## src/design/coord_keyed_linear_probe_table_defines.svh

```systemverilog
// Assertion macros shared by the coordinate-keyed probe table modules
`ifndef COORD_KEYED_LINEAR_PROBE_TABLE_DEFINES_SVH
`define COORD_KEYED_LINEAR_PROBE_TABLE_DEFINES_SVH

// same-cycle implication
`define CKLPT_ASSERT_NOW(label, ante, cons, msg) \
    label: assert property (@(posedge clk) disable iff (!rst_n) (ante) |-> (cons)) \
        else $error(msg);

// next-cycle implication
`define CKLPT_ASSERT_NEXT(label, ante, cons, msg) \
    label: assert property (@(posedge clk) disable iff (!rst_n) (ante) |=> (cons)) \
        else $error(msg);

`endif

```

## src/design/cklpt_pkg.sv

```systemverilog
// Shared types, constants and hash function of the coordinate-keyed probe table
`timescale 1ns / 1ps
package cklpt_pkg;

    localparam int unsigned DEFAULT_TABLE_DEPTH = 256;
    localparam int unsigned KEY_W     = 48;
    localparam int unsigned VAL_W     = 32;
    localparam int unsigned LIMIT_W   = 9;
    localparam logic [LIMIT_W-1:0] LOAD_LIMIT_RESET = 9'd192;
    localparam logic [31:0] HASH_MULT = 32'h9E37_79B9;

    localparam logic [1:0] FUNC_LOOKUP = 2'd0;
    localparam logic [1:0] FUNC_SET    = 2'd1;
    localparam logic [1:0] FUNC_CLEAR  = 2'd2;

    typedef enum logic [3:0] {
        OP_NONE,
        OP_CLR_STEP,
        OP_CAPTURE,
        OP_HASH,
        OP_HOME,
        OP_NEXT,
        OP_INSERT,
        OP_REFUSE,
        OP_HIT_LOOKUP,
        OP_HIT_SET,
        OP_HIT_CLEAR,
        OP_WALK_SEL,
        OP_TAKE,
        OP_PLACE
    } dp_op_t;

    typedef struct packed {
        dp_op_t op;
        logic   out_load;
    } ctrl_cmd_t;

    typedef struct packed {
        logic [1:0] func;
        logic       rd_valid;
        logic       rd_match;
        logic       probe_last;
        logic       walk_last;
        logic       clr_last;
        logic       at_limit;
    } dp_stat_t;

    function automatic logic [31:0] hash_mix(input logic [KEY_W-1:0] k);
        logic [31:0] x;
        logic [31:0] sh;
        x  = {16'd0, k[47:32]};
        sh = {15'd0, k[23:8], 1'b0} | {7'd0, k[31:24], 17'd0} | {k[6:0], 25'd0};
        return x ^ sh;
    endfunction

endpackage

```

## src/design/cklpt_ctrl.sv

```systemverilog
// Sequencer of the probe table: reset sweep, probe walk, cluster rehash and result hand-off
`timescale 1ns / 1ps
`include "coord_keyed_linear_probe_table_defines.svh"
module cklpt_ctrl (
    input  logic                 clk,
    input  logic                 rst_n,
    input  logic                 in_valid,
    output logic                 in_ready,
    input  logic [1:0]           func,
    output logic                 out_valid,
    input  logic                 out_ready,
    input  cklpt_pkg::dp_stat_t  stat,
    output cklpt_pkg::ctrl_cmd_t cmd
);

    typedef enum logic [2:0] {
        S_CLR, S_IDLE, S_HASH, S_HOME, S_RD, S_CHK, S_WSEL, S_FIN
    } state_t;

    typedef enum logic [1:0] {
        M_FIND, M_WALK, M_PLACE
    } mode_t;

    state_t state_reg, state_next;
    mode_t  mode_reg, mode_next;
    logic   out_valid_reg, out_valid_next;
    logic   accept;

    assign in_ready  = (state_reg == S_IDLE);
    assign accept    = in_valid && in_ready;
    assign out_valid = out_valid_reg;

    always_comb
    begin
        state_next     = state_reg;
        mode_next      = mode_reg;
        cmd.op         = cklpt_pkg::OP_NONE;
        cmd.out_load   = 1'b0;
        out_valid_next = out_valid_reg && !out_ready;
        unique case (state_reg)
            S_CLR:
            begin
                cmd.op = cklpt_pkg::OP_CLR_STEP;
                if (stat.clr_last)
                begin
                    state_next = S_IDLE;
                end
            end
            S_IDLE:
            begin
                if (accept)
                begin
                    cmd.op    = cklpt_pkg::OP_CAPTURE;
                    mode_next = M_FIND;
                    if (func == cklpt_pkg::FUNC_LOOKUP || func == cklpt_pkg::FUNC_SET
                        || func == cklpt_pkg::FUNC_CLEAR)
                    begin
                        state_next = S_HASH;
                    end
                    else
                    begin
                        state_next = S_FIN;
                    end
                end
            end
            S_HASH:
            begin
                cmd.op     = cklpt_pkg::OP_HASH;
                state_next = S_HOME;
            end
            S_HOME:
            begin
                cmd.op     = cklpt_pkg::OP_HOME;
                state_next = S_RD;
            end
            S_RD:
            begin
                state_next = S_CHK;
            end
            S_CHK:
            begin
                unique case (mode_reg)
                    M_FIND:
                    begin
                        if (!stat.rd_valid)
                        begin
                            if (stat.func == cklpt_pkg::FUNC_SET)
                            begin
                                cmd.op = stat.at_limit ? cklpt_pkg::OP_REFUSE
                                                       : cklpt_pkg::OP_INSERT;
                            end
                            state_next = S_FIN;
                        end
                        else if (stat.rd_match)
                        begin
                            if (stat.func == cklpt_pkg::FUNC_LOOKUP)
                            begin
                                cmd.op     = cklpt_pkg::OP_HIT_LOOKUP;
                                state_next = S_FIN;
                            end
                            else if (stat.func == cklpt_pkg::FUNC_SET)
                            begin
                                cmd.op     = cklpt_pkg::OP_HIT_SET;
                                state_next = S_FIN;
                            end
                            else
                            begin
                                cmd.op     = cklpt_pkg::OP_HIT_CLEAR;
                                mode_next  = M_WALK;
                                state_next = S_WSEL;
                            end
                        end
                        else if (stat.probe_last)
                        begin
                            if (stat.func == cklpt_pkg::FUNC_SET)
                            begin
                                cmd.op = cklpt_pkg::OP_REFUSE;
                            end
                            state_next = S_FIN;
                        end
                        else
                        begin
                            cmd.op     = cklpt_pkg::OP_NEXT;
                            state_next = S_RD;
                        end
                    end
                    M_WALK:
                    begin
                        if (!stat.rd_valid)
                        begin
                            state_next = S_FIN;
                        end
                        else
                        begin
                            cmd.op     = cklpt_pkg::OP_TAKE;
                            mode_next  = M_PLACE;
                            state_next = S_HASH;
                        end
                    end
                    M_PLACE:
                    begin
                        if (!stat.rd_valid)
                        begin
                            cmd.op    = cklpt_pkg::OP_PLACE;
                            mode_next = M_WALK;
                            state_next = stat.walk_last ? S_FIN : S_WSEL;
                        end
                        else
                        begin
                            cmd.op     = cklpt_pkg::OP_NEXT;
                            state_next = S_RD;
                        end
                    end
                    default:
                    begin
                        state_next = S_FIN;
                    end
                endcase
            end
            S_WSEL:
            begin
                cmd.op     = cklpt_pkg::OP_WALK_SEL;
                state_next = S_RD;
            end
            S_FIN:
            begin
                if (!out_valid_reg || out_ready)
                begin
                    cmd.out_load   = 1'b1;
                    out_valid_next = 1'b1;
                    state_next     = S_IDLE;
                end
            end
            default:
            begin
                state_next = S_IDLE;
            end
        endcase
    end

    always_ff @(posedge clk or negedge rst_n)
    begin
        if (!rst_n)
        begin
            state_reg     <= S_CLR;
            mode_reg      <= M_FIND;
            out_valid_reg <= 1'b0;
        end
        else
        begin
            state_reg     <= state_next;
            mode_reg      <= mode_next;
            out_valid_reg <= out_valid_next;
        end
    end

    `CKLPT_ASSERT_NEXT(a_busy_after_accept, accept, !in_ready, "took a second word while busy")
    `CKLPT_ASSERT_NOW(a_load_in_fin, cmd.out_load, state_reg == S_FIN, "result loaded outside finish")
    `CKLPT_ASSERT_NOW(a_no_accept_in_sweep, state_reg == S_CLR, !in_ready && !out_valid_reg, "word taken during reset sweep")
    `CKLPT_ASSERT_NEXT(a_load_shows, cmd.out_load, out_valid_reg, "loaded result not shown")

endmodule

```

## config.mk

```make
export PLATFORM = sky130hd
export DESIGN_NAME = cklpt_ctrl
export DESIGN_NICKNAME = d
export VERILOG_FILES = /design/src/design/cklpt_pkg.sv /design/src/design/cklpt_ctrl.sv
export VERILOG_INCLUDE_DIRS = /design/src /design/src/design
export SDC_FILE = /design/constraint.sdc
export NUM_CORES = 1
export LEC_CHECK = 0
export ABC_AREA = 1
export BUFFER_PORTS_ARGS = -buffer_cell sky130_fd_sc_hd__buf_2
export CORE_MARGIN = 4
export CORE_UTILIZATION = 45
export DETAILED_ROUTE_END_ITERATION = 8
export HOLD_SLACK_MARGIN = 0.03
export PLACE_DENSITY = 0.72
export SYNTH_ARGS = -nofsm -noshare
export SYNTH_HDL_FRONTEND = slang
export SYNTH_SLANG_ARGS = --single-unit
```

## constraint.sdc

```tcl
create_clock -name clk -period 1.6 [get_ports clk]
set_clock_uncertainty 0.1 [all_clocks]
set_input_delay 0.16 -clock clk [delete_from_list [all_inputs] [get_ports clk]]
set_output_delay 0.16 -clock clk [all_outputs]
set_load 0.03 [all_outputs]
```

# Word-level counts from Yosys, hierarchy flattened
# Cells that the tools add are included.
dict set report op_classes {
  reduce_logical 15
  n_eq_ne 22
  mux 40
}
# operator count
set ops {}
lappend ops {{3-bit two-way mux} 9}
lappend ops {{2-bit two-way mux} 12}
lappend ops {{4-bit one-hot mux with 6 select lines} 1}
lappend ops {{3-bit one-hot mux with 7 select lines} 1}
lappend ops {{4-bit two-way mux} 5}
lappend ops {{3-bit != test (second input constant)} 6}
lappend ops {{3-bit == test (second input constant)} 4}
lappend ops {{4-bit one-hot mux with 3 select lines} 1}
lappend ops {{3-bit one-hot mux with 3 select lines} 1}
lappend ops {{9-bit AND reduction} 1}
lappend ops {{1-bit two-way mux} 8}
lappend ops {{2-bit by 1-bit == test with 1-bit output (second input constant)} 3}
lappend ops {{3-bit by 2-bit == test with 1-bit output (second input constant)} 2}
lappend ops {{2-bit logical NOT} 3}
lappend ops {{2-bit one-hot mux with 3 select lines} 1}
lappend ops {{2-bit == test (second input constant)} 2}
lappend ops {{2-bit != test (second input constant)} 2}
lappend ops {{4-bit by 2-bit != test with 1-bit output (second input constant)} 1}
lappend ops {{2-bit one-hot mux with 2 select lines} 1}
lappend ops {{3-bit by 1-bit == test with 1-bit output (second input constant)} 1}
lappend ops {{3-bit logical NOT} 1}
lappend ops {{1-bit logical OR} 3}
lappend ops {{3-bit AND reduction} 1}
lappend ops {{1-bit logical AND} 2}
lappend ops {{other kinds (4)} 5}
dict set report totals {
  inputBits 14
  register_bits 6
}

# Depth between registers and ports, before layout
dict set report depth {
  word_depth 7
  depth_mapped 8
  mapped_depth_nobuf 7
}

# Least setup slack after synthesis
# Ideal clock, no wire load.
dict set report synth_timing {
  path_type {reg-to-output}
  from {register state_reg[1]}
  to {output cmd[1] in the netlist's numbering}
  arrival_time_ns 1.357
  stages_incl_launch_ff 8
  setup_slack_ns -0.017
  n_path_buf 0
  cell_sequence {dfrtp_1 -> inv_2 -> nand2_4 -> nor2_8 -> inv_4 -> nor2_4 -> o21ai_2 -> a21oi_1}
}
# item line
set synth_lines {}
lappend synth_lines {{start, declared} cklpt_ctrl.sv:24} ;# state_t state_reg, state_next;
lappend synth_lines {{start signal, assigned} cklpt_ctrl.sv:191} ;# state_reg <= state_next;
lappend synth_lines {{end, declared} cklpt_ctrl.sv:13} ;# output cklpt_pkg::ctrl_cmd_t cmd

==> qor.yml <==
sta:
  min_period_ns: 1.655
  fin_hold_ws_ns: 0.1653
  max_freq_ghz: 0.6042
  hold_violations: 0
  worst_pin_slew_ns: 0.1648
  setup_viol: 3
  finalCritPeriodShare_pct: 103.4
  maxSlewHeadroom_pct: 88.90
  fin_ws_ns: -0.05497
  rsz0062_at_grt: "yes"
  drv_slew: 0
  timing.setup.tns_ns: -0.1416
die:
  die_w_um: 45.06
  ios: 21
  core_area_um2: 1301
  start_util_pct: 47.50
  die_h_um: 45.06
  num_rows: 13
  die_area_um2: 2030
clocking:
  clock_latency_ns: 0.24
  cts_sinks: 6
  cts_buffers: 3
  cts_tree: "built"
  clockRootBuffer: "clkbuf_4"
  clk_pin_slew_ns: 0.05
  clk_path_buf_depth: 2
  htree_levels: 1
grt:
  grt_max_degree: 9
  grt_pass1_vias: 723
  grt_overflow: 0
  antenna_found_initial: 0
  grt_first_pass_wirelength_um: 2842
  groute.usage.overall_pct: 18.68
placed_design:
  port_buffers: 20
  detailed_place_hpwl_um: 1285
  dpl_worst_slack_ns: 0.08022
  gp_congestion: 0.7992
synth:
  syn-num-nets: 120
  syn_area_per_cell_um2: 5.831
  synth_fa_ha_area_share_pct: 0
  async_flop_share_pct: 100.0
  ys_seq_elements: 6
  synth_top_family_by_area: "simple AND/OR/NAND/NOR gates"
  yosys-top-cells-area: "dfrtp_1 24%, nand2_1 19%, nand3_1 11%"
  yosysTopAreaCell: "dfrtp_1"
  muxShareOfSynthArea_pct: 0
  seq_area_frac_synth_pct: 24.29
  yosysMostFrequentCell: "nand2_1"
  yosys.area.top_type_share_pct: 24.29
  synthXorXnorAreaFrac_pct: 0
  ys.flop_type: "dfrtp_1"
  netlist_area_um2: 618.1
  synth_cell_types: 20
  synth_edf_count: 0
  ys_top_cells_by_count: "32 x nand2_1, 17 x inv_1, 14 x nand3_1, 14 x nor2_1, 6 x dfrtp_1"
  synth-compound-area-share_pct: 9.919
  yosys.area_share.simple_pct: 52.02
  synthCells: 106
  ys.warnings.count: 0
power:
  vdd_ir_drop_max_v: 0.001103
  power_density_nw_per_um2: 1816
  total_power_mw: 1.698
  leakagePower_nw: 0.5543
routing:
  drt-initial-drc-count: 26
  ant_nets: 0
  drc_errors: 0
  wl_um: 1717
  wl_per_cell_um: 11.01
  via_per_inst: 4.981
  via_count: 777
  first_pass_iters: 4
run:
  drv_cap: 0
setup_path:
  endpoint_kind: "primary output"
  worst-setup-path-type: "register to primary output"
  worstPathArrival_ns: 1.39
  cpLargestDelayFamily: "flip-flops"
  max_stage_delay_ns: 0.39
  worst-path-buf-inv: 3
  worstPathCellList: "inv_2 > nand2_4 > nor2_8 > inv_4 > nor2_4 > o21ai_2 > a21oi_2 > buf_6"
  cp-start-kind: "register"
  required_ns: 1.34
  crit_fanout: 3
  cp_slowest_cell: "dfrtp_1"
finish:
  fin_nets: 157
  antenna_cells: 0
  area_growth_pct: 51.21
  fillers: 104
  drive_gt1_share_pct: 41.13
  largest_reg_flops: 3
outcome:
  violations: "negative setup slack"
  status: "complete, but fails checks"
worst_hold_path:
  hold_path_class: "primary input to async pin"
## logic make-up (layout without fill, tap and decap cells)
family,Yosys count,in the layout
AOI/OAI and AO/OA,11,11
buffers and inverters,21,56
DFF,6,6
and+or+nand+nor,68,68
## worst paths after layout
check / from / endpoint / slack (ns) / depth (start not counted)
worst max-delay path: state_reg[1] / cmd[1] / -0.05 / 8
worst min-delay path: rst_n / out_valid / 0.17 / 2
worst max register to register: state_reg[1] / mode_reg[0] / 0.19 / 9
worst min register to register: out_valid / out_valid / 0.47 / 2
max in group asynchronous: rst_n / mode_reg[1] / 1.07 / 2
min in group clk: stat[5] / mode_reg[1] / 0.19 / 3
## per-stage QoR
step / cell area [um2] / instances / util (%)
after global routing: 934.6 / 156 / 71.83
final: 934.6 / 156 / 71.83
after floorplan: 621.8 / 106 / -
after global placement: 750.7 / 142 / 57.69
after CTS: 878.3 / 154 / 67.50
after detailed placement: 750.7 / 142 / 57.69
## worst reg2reg max path, cell delays in order, from the launching register on
cell	delay (ns)
dfrtp_1	0.39
inv_2	0.09
nand2_4	0.07
buf_4	0.15
nor2_4	0.10
nand2_2	0.08
buf_4	0.14
nand2_1	0.09
nand2_1	0.05
o21ai_1	0.07
## final cells by class
class / instances / area [um2] / share of cell area (%)
Clock buffer: 3 / 22.52 / 2.410
Sequential cell: 6 / 152.6 / 16.33
Timing Repair Buffer: 33 / 234.0 / 25.03
Multi-Input combinational cell: 79 / 426.7 / 45.65
Tap cell: 15 / 18.77 / 2.008
Inverter: 20 / 80.08 / 8.568
## what timing repair did
action	4_1_cts	5_1_grt
gates resized for setup	11	15
buffers inserted	7	2
hold buffers	2	0
hold endpoints to repair	7	0
pin swaps	5	8
setup endpoints to repair	5	5
## layer usage
metal,share of wire [%],track usage (%),routed length [um]
met5,0,0,0
met4,0.93,8.772,16
met3,5.5,3.984,94
met2,51,30.79,881
met1,42,23.02,724
## power by group
group | switching, mW | total, mW | internal (mW)
sequential | 0.0754 | 0.294 | 0.219
clock | 0.0470 | 0.131 | 0.0843
combinational | 0.746 | 1.27 | 0.526
## layout by cell type (no fill, tap or decap), drive strengths merged
cell type    count
nor2            18
inv             20
o211ai           1
dlygate4sd3      2
buf             31
a21oi            3
clkbuf           3
dfrtp            6
o21ai            7
nand2           34
nand3b           1
nand3           15
Power figures use the tool's default switching activity.
